==> src/sv/stra_pkg.sv <==
`timescale 1ns / 1ps
// ----------------------------------------------------------------------------
// stra_pkg: shared types and constants of the range argmax block
// Sizes of the element store and the sparse table, operation and status
// codes, the payload structs and the controller/datapath signal groups.
// ----------------------------------------------------------------------------
package stra_pkg;

    localparam int MAX_ELEMENTS = 1024;
    localparam int LEVELS       = 11;
    localparam int VALUE_WIDTH  = 32;

    localparam int IDX_W   = $clog2(MAX_ELEMENTS);
    localparam int CNT_W   = IDX_W + 1;
    localparam int LVL_W   = $clog2(LEVELS);
    localparam int ADDR_W  = LVL_W + IDX_W;
    localparam int TBL_DEPTH = LEVELS * MAX_ELEMENTS;

    typedef enum logic [1:0] {
        OP_CLEAR  = 2'd0,
        OP_APPEND = 2'd1,
        OP_BUILD  = 2'd2,
        OP_QUERY  = 2'd3
    } op_t;

    typedef enum logic [1:0] {
        ST_OK        = 2'd0,
        ST_BAD_RANGE = 2'd1,
        ST_NOT_BUILT = 2'd2,
        ST_FULL      = 2'd3
    } status_t;

    typedef struct packed {
        op_t                operation;
        logic signed [31:0] value;
        logic [9:0]         left_index;
        logic [9:0]         right_index;
    } cmd_t;

    typedef struct packed {
        status_t    status;
        logic [9:0] max_position;
    } rsp_t;

    // One table entry: window maximum and where it sits.
    typedef struct packed {
        logic signed [VALUE_WIDTH-1:0] val;
        logic [IDX_W-1:0]              pos;
    } entry_t;

    typedef struct packed {
        logic latch;
        logic clear;
        logic append;
        logic set_ready;
        logic query_rd;
        logic query_out;
        logic build_start;
        logic build_rd;
        logic build_next;
        logic emit;
    } ctrl_cmd_t;

    typedef struct packed {
        op_t  op;
        logic query_go;
        logic build_empty;
        logic row_more;
        logic lvl_more;
    } dp_stat_t;

    // Level k, entry i of the table lives at k * MAX_ELEMENTS + i.
    function automatic logic [ADDR_W-1:0] tbl_addr(input logic [LVL_W-1:0] lvl,
                                                    input logic [IDX_W-1:0] idx);
        return {lvl, idx};
    endfunction

endpackage

==> src/sv/stra_ctrl.sv <==
`timescale 1ns / 1ps
// ----------------------------------------------------------------------------
// stra_ctrl: sequencer of the range argmax block
// Takes a command, steps the datapath through decode, query compare or the
// level-by-level table build, and strobes the result.
// ----------------------------------------------------------------------------
module stra_ctrl
    import stra_pkg::*;
(
    input  logic      clk,
    input  logic      rst_n,
    input  logic      start,
    input  dp_stat_t  stat,
    output ctrl_cmd_t ctl,
    output logic      busy,
    output logic      done
);

    typedef enum logic [3:0] {
        S_IDLE   = 4'b0001,
        S_DECODE = 4'b0010,
        S_QCMP   = 4'b0100,
        S_BUILD  = 4'b1000
    } state_t;

    state_t state_reg, state_next;
    logic   done_reg;

    always_comb
    begin
        state_next = state_reg;
        ctl        = '0;
        case (state_reg)
            S_IDLE:
            begin
                if (start)
                begin
                    ctl.latch  = 1'b1;
                    state_next = S_DECODE;
                end
            end
            S_DECODE:
            begin
                case (stat.op)
                    OP_CLEAR:
                    begin
                        ctl.clear  = 1'b1;
                        ctl.emit   = 1'b1;
                        state_next = S_IDLE;
                    end
                    OP_APPEND:
                    begin
                        ctl.append = 1'b1;
                        ctl.emit   = 1'b1;
                        state_next = S_IDLE;
                    end
                    OP_BUILD:
                    begin
                        if (stat.build_empty)
                        begin
                            ctl.set_ready = 1'b1;
                            ctl.emit      = 1'b1;
                            state_next    = S_IDLE;
                        end
                        else
                        begin
                            ctl.build_start = 1'b1;
                            state_next      = S_BUILD;
                        end
                    end
                    OP_QUERY:
                    begin
                        if (stat.query_go)
                        begin
                            ctl.query_rd = 1'b1;
                            state_next   = S_QCMP;
                        end
                        else
                        begin
                            ctl.emit   = 1'b1;
                            state_next = S_IDLE;
                        end
                    end
                    default:
                    begin
                        state_next = S_IDLE;
                    end
                endcase
            end
            S_QCMP:
            begin
                ctl.query_out = 1'b1;
                state_next    = S_IDLE;
            end
            S_BUILD:
            begin
                // The cycle with no row left lets the last write of the level land.
                if (stat.row_more)
                begin
                    ctl.build_rd = 1'b1;
                end
                else if (stat.lvl_more)
                begin
                    ctl.build_next = 1'b1;
                end
                else
                begin
                    ctl.set_ready = 1'b1;
                    ctl.emit      = 1'b1;
                    state_next    = S_IDLE;
                end
            end
            default:
            begin
                state_next = S_IDLE;
            end
        endcase
    end

    always_ff @(posedge clk or negedge rst_n)
    begin
        if (!rst_n)
        begin
            state_reg <= S_IDLE;
            done_reg  <= 1'b0;
        end
        else
        begin
            state_reg <= state_next;
            done_reg  <= ctl.emit | ctl.query_out;
        end
    end

    assign busy = (state_reg != S_IDLE);
    assign done = done_reg;

endmodule

==> config.mk <==
export PLATFORM = sky130hd
export DESIGN_NAME = stra_ctrl
export DESIGN_NICKNAME = d
export VERILOG_FILES = /design/src/sv/stra_pkg.sv /design/src/sv/stra_ctrl.sv
export SDC_FILE = /design/constraint.sdc
export NUM_CORES = 1
export LEC_CHECK = 0
export ABC_AREA = 1
export ABC_CLOCK_PERIOD_IN_PS = 1650
export BUFFER_PORTS_ARGS = -buffer_cell sky130_fd_sc_hd__buf_2
export CAP_MARGIN = 20
export CORE_AREA = 2 2 39 41
export CTS_BUF_LIST = sky130_fd_sc_hd__clkbuf_4
export DETAILED_ROUTE_END_ITERATION = 7
export DIE_AREA = 0 0 41 43
export SETUP_SLACK_MARGIN = 0.15
export SYNTH_ARGS = -nofsm -noshare
export SYNTH_HDL_FRONTEND = slang
export SYNTH_SLANG_ARGS = --single-unit
==> constraint.sdc <==
create_clock -name clk -period 1.65 [get_ports clk]
set_input_delay 0.33 -clock clk [delete_from_list [all_inputs] [get_ports clk]]
set_output_delay 0.33 -clock clk [all_outputs]
set_load 0.1 [all_outputs]
==> results.yml, run 1 <==
run_status:
  status: "complete, but fails checks"
  violations: "negative setup slack"
sta:
  max_freq_mhz: 573
  worst_pin_slew_ns: 0.483
  drv_slew: 0
  setup_viol: 9
  min_period_ns: 1.75
  max_slew_margin_pct: 68.0
  setup_tns_ns: -0.433
  hold_viol_final: 0
  finalWorstSetupSlack_ns: -0.0962
  timing.final.crit_share_pct: 106
  fin_worst_skew_ns: 0.00375
  rsz0062_at_grt: "true"
power_and_ir_drop:
  vdd_ir_drop_max_mv: 1.27
  p_clk_share_pct: 12.6
  p_leak_nw: 0.415
  intPower_mw: 0.623
  p_per_area_mw_per_mm2: 1430
  p_comb_share_pct: 72.1
  switching_share_pct: 51.4
  pwr-share-seq_pct: 15.3
  p_sw_mw: 0.659
route:
  drc: 0
  first_pass_iters: 4
  wl_per_cell_um: 10.7
  avgViaCountPerCell: 4.72
  drt_iter0_markers: 4
  wl_um: 1100
  routed-via-count: 481
  postRouteAntennaNets: 0
floorplan:
  floorplan.rows: 14
  die_h_um: 43
  core_area_mm2: 0.00138
  die_area_mm2: 0.00176
  start_util_pct: 23.8
  num_io_pins: 21
  die_w_um: 41
logic_synthesis:
  ys_seq_area_share_pct: 38.4
  syn-cell-area_um2: 329
  syn_inst: 51
  synth.distinct_cells: 12
  syn_area_per_cell_um2: 6.45
  yosys_register_bits: 5
  syn-num-nets: 60
  yosysWarnings: 0
clock_network:
  clk_path_buf_depth: 2
  numCtsBuffers: 3
  clkLatencyLatePin_ns: 0.25
  clk_pin_slew_ns: 0.05
  cts_tree: "yes"
  clockRootBuffer: "clkbuf_4"
  htree_levels: 1
  clock_sinks: 5
hold_path:
  worstHoldStart: "start"
  hold_end: "state_reg[1]"
  hp-class: "primary input to register"
  hold_depth: 3
layout:
  area_growth_pct: 172
  final_cell_area_um2: 895
  layout_common_cells: "11 x buf_12, 9 x buf_2, 8 x nor2_4, 7 x nand2_1"
  fillers: 118
  layout_commonest_cell: "buf_12"
  fin_nets: 96
  n_antenna_cell: 0
  utilization_pct: 64.6
  largest_register_ffs: 4
  drive_gt1_share_pct: 67.4
  stdcell_count: 102
critical_path:
  cpPeakStageDelay_ns: 0.41
  reg2reg_depth: 5
  reg2reg_slack_ns: 0.34
  r2r-end: "done"
  worstSetupPathType: "register to output port"
  cp.arrival_ns: 1.42
  path_max_fanout: 4
  slowest_stage: "dfrtp_1"
  crit_chain: "nor2_4 > nand4_1 > o21ai_4 > buf_12"
  endpoint_kind: "output port"
  rr_startpoint: "state_reg[1]"
  required_ns: 1.32
  start_kind: "register"
global_route:
  grt.total_usage_pct: 16.6
  grt_pass1_vias: 448
  antenna_found_initial: 0
  grt_pass1_wl_um: 1900
  grt_start_max_net_pins: 9
  grt_overflow: 0
placement:
  routabilityCongestion: 0.788
  io_buffer_count: 20
  dp_hpwl_um: 749
  place_area_um2: 716
  dp.cells: 88
run:
  drv_cap: 0
layout make-up:
class | instances | area, um2 | area share (%)
flip-flops and latches | 5 | 128 | 14.3
clock buffers | 4 | 30.0 | 3.36
well taps | 16 | 20.0 | 2.24
repair buffers | 31 | 365 | 40.8
multi-input cells | 37 | 312 | 34.8
inverters | 9 | 40.0 | 4.48
worst max path at each step:
stage,start,to,slack [ns],depth (start not counted)
6_report,state_reg[1],ctl[6],-0.1,4
5_1_grt,state_reg[1],ctl[6],-0.17,4
4_1_cts,state_reg[1],ctl[6],-0.12,4
3_5_place_dp,state_reg[3],ctl[6],0.07,5
3_3_place_gp,stat[4],ctl[0],0.07,6
2_1_floorplan,state_reg[2],ctl[7],-0.25,3
worst max-delay path, delay by kind of cell (launching register included):
kind | cells | cell delay (ns)
compound gates | 1 | 0.16
simple gates | 2 | 0.41
buf+inv | 1 | 0.19
flops | 1 | 0.41
power by group through the flow:
stage	Sequential [mW]	Clock (mW)	Combinational, mW
floorplan	0.222	0	0.475
global placement	0.175	0	0.689
detailed placement	0.177	0	0.690
CTS	0.195	0.168	0.827
global route	0.200	0.180	0.966
finish	0.196	0.162	0.925
cells by family (layout without fill, tap and decap cells):
logic type	Yosys count	count (layout)	synth area share (%)
simple gates	35	35	48.3
buf+inv	9	44	10.3
flops	5	5	38.4
compound gates	2	2	3.04
per-stage QoR:
stage | hold slack, ns | total power [mW] | worst slack, ns
2_1_floorplan | 0.0344 | 0.697 | -0.252
3_3_place_gp | 0.147 | 0.864 | 0.0713
3_5_place_dp | 0.154 | 0.867 | 0.0712
4_1_cts | 0.375 | 1.19 | -0.115
5_1_grt | 0.415 | 1.35 | -0.171
6_report | 0.388 | 1.28 | -0.0962
per-layer routing:
metal | track usage [%] | vias to the layer above | part of all wire, %
li1 | - | 234 | -
met1 | 20.1 | 221 | 36
met2 | 23.4 | 22 | 54
met3 | 2.09 | 4 | 5.2
met4 | 16.0 | 0 | 4.5
met5 | 0 | - | 0
repair_timing:
| item | in CTS | in global routing |
|---|---|---|
| resized for setup | 16 | 6 |
| setup buffers | 5 | 4 |
| hold buffers | 1 | 0 |
| setup endpoints to repair | 11 | 11 |
| pin swaps | 8 | 11 |
| endpoints found under the hold margin | 4 | 0 |
Yosys cell counts (all sizes together):
cell type  instances  share of area (%)
nand2             11                 13
nor2              11                 13
inv                9                 10
nand3              8                 14
dfrtp              4                 30
nor3               3                4.6
o21ai              2                3.0
dfstp              1                8.0
nand3b             1                2.3
nand4              1                1.9
(Power assumes the default switching activity.)
==> run 2, diff against run 1 <==
--- a/config.mk
+++ b/config.mk
@@ -7,12 +7,12 @@
 export LEC_CHECK = 0
 export ABC_AREA = 1
 export ABC_CLOCK_PERIOD_IN_PS = 1650
-export BUFFER_PORTS_ARGS = -buffer_cell sky130_fd_sc_hd__buf_2
 export CAP_MARGIN = 20
 export CORE_AREA = 2 2 39 41
 export CTS_BUF_LIST = sky130_fd_sc_hd__clkbuf_4
 export DETAILED_ROUTE_END_ITERATION = 7
 export DIE_AREA = 0 0 41 43
+export DONT_BUFFER_PORTS = 1
 export SETUP_SLACK_MARGIN = 0.15
 export SYNTH_ARGS = -nofsm -noshare
 export SYNTH_HDL_FRONTEND = slang
==> results.yml, run 2 (synthesized netlist as in run 1, its figures left out) <==
layout:
  largest_register_ffs: 4
  n_antenna_cell: 0
  layout_common_cells: "10 x buf_12, 8 x nand2_1"
  fin_nets: 82
  fillers: 129
  final_cell_area_um2: 764
  stdcell_count: 88
  drive_gt1_share_pct: 58.3
  layout_commonest_cell: "buf_12"
  utilization_pct: 55.2
  area_growth_pct: 132
power_and_ir_drop:
  p_per_area_mw_per_mm2: 1450
  vdd_ir_drop_max_mv: 0.907
  p_total_mw: 1.11
  p_leak_nw: 0.333
critical_path:
  start_kind: "register"
  crit_end: "ctl[6]"
  startpoint: "state_reg[3]"
  required_ns: 1.32
  path_max_fanout: 3
  r2r-end: "state_reg[0]"
  reg2reg_slack_ns: 0.37
  cp.arrival_ns: 1.40
  slowest_stage: "dfrtp_1"
  cpPeakStageDelay_ns: 0.40
  crit_chain: "inv_2 > nor2_2 > nand4_1 > buf_4 > o21ai_4 > buf_12"
  rr_startpoint: "state_reg[0]"
  reg2reg_depth: 8
  worstSetupPathType: "register to output port"
  endpoint_kind: "output port"
sta:
  setup_tns_ns: -0.364
  timing.final.crit_share_pct: 105
  rsz0062_at_grt: "true"
  max_freq_mhz: 577
  drv_slew: 0
  hold_viol_final: 0
  finalWorstSetupSlack_ns: -0.0834
  whs_ns: 0.318
  fin_worst_skew_ns: 0.00171
  min_period_ns: 1.73
  worst_pin_slew_ns: 0.295
  setup_viol: 8
  max_slew_margin_pct: 80.3
placement:
  routabilityCongestion: 0.743
  dp_hpwl_um: 842
  dp.cells: 80
  place_area_um2: 668
  io_buffer_count: 0
  pre_cts_ws_ns: 0.0808
clock_network:
  clk_pin_slew_ns: 0.04
  clock_sinks: 5
  clockRootBuffer: "clkbuf_4"
  cts_tree: "yes"
  clkLatencyLatePin_ns: 0.24
  numCtsBuffers: 3
  clk_path_buf_depth: 2
  htree_levels: 1
route:
  routed-via-count: 421
  wl_um: 1000
  first_pass_iters: 4
  drc: 0
  avgViaCountPerCell: 4.78
  drt_iter0_markers: 6
  wl_per_cell_um: 11.4
  postRouteAntennaNets: 0
global_route:
  grt_overflow: 0
  grt_pass1_wl_um: 1610
  grt.total_usage_pct: 14.5
  grt_start_max_net_pins: 7
  antenna_found_initial: 0
  grt_pass1_vias: 409
floorplan:
  die_area_mm2: 0.00176
  die_w_um: 41
  core_area_mm2: 0.00138
  die_h_um: 43
  start_util_pct: 23.8
  num_io_pins: 21
  floorplan.rows: 14
run_status:
  violations: "negative setup slack"
  status: "complete, but fails checks"
hold_path:
  hp-class: "primary input to register"
run:
  drv_cap: 0
## run 2: changes by cell type in the layout (fill, tap and decap cells not counted)
cell,previous run,this run
buf_12,11,10
buf_2,9,0
buf_6,4,0
nand2_1,7,8
nand2_4,3,2
nor2_1,2,3
nor2_2,1,2
nor2_4,8,6
## run 2: critical path: cells and delay by family, from the launching register on
kind / cells / cell delay [ns]
AOI/OAI and AO/OA: 1 / 0.06
buffers and inverters: 3 / 0.43
and+or+nand+nor: 2 / 0.26
DFF: 1 / 0.40
## run 2: layer usage
metal  share of wire (%)  vias up  GRT usage, %  wire, um
met5                   0        -             0         0
met4                   0        0          12.0         0
met3                 5.8        0          1.57        58
met2                  59       19          23.4       588
met1                  36      197          15.7       357
li1                    -      205             -         -
## run 2: cell type report
type / count / area (um2) / area share [%]
timing repair buffer: 17 / 255 / 33.4
clock buffer: 4 / 30.0 / 3.93
inverter: 9 / 40.0 / 5.24
multi-input combinational: 37 / 292 / 38.1
sequential: 5 / 128 / 16.7
tap: 16 / 20.0 / 2.62
## run 2: power breakdown
part	internal [mW]	switching (mW)
Combinational	0.234	0.528
Sequential	0.162	0.0258
Clock	0.108	0.0493
## run 2: worst min path at each step
stage | start | depth (start not counted) | end | slack, ns
CTS | start | 2 | state_reg[1] | 0.31
global placement | rst_n | 0 | state_reg[3] | 0.03
detailed placement | rst_n | 0 | done | 0.03
global route | start | 2 | state_reg[1] | 0.33
finish | start | 2 | state_reg[1] | 0.32
floorplan | rst_n | 0 | done | 0.03
## run 2: repair_timing
item / 4_1_cts / 5_1_grt
endpoints found under the hold margin: 5 / 0
endpoints found under the setup margin: 11 / 11
buffers inserted: 3 / 0
hold buffers: 1 / 0
pin swaps: 7 / 5
resized for setup: 11 / 1
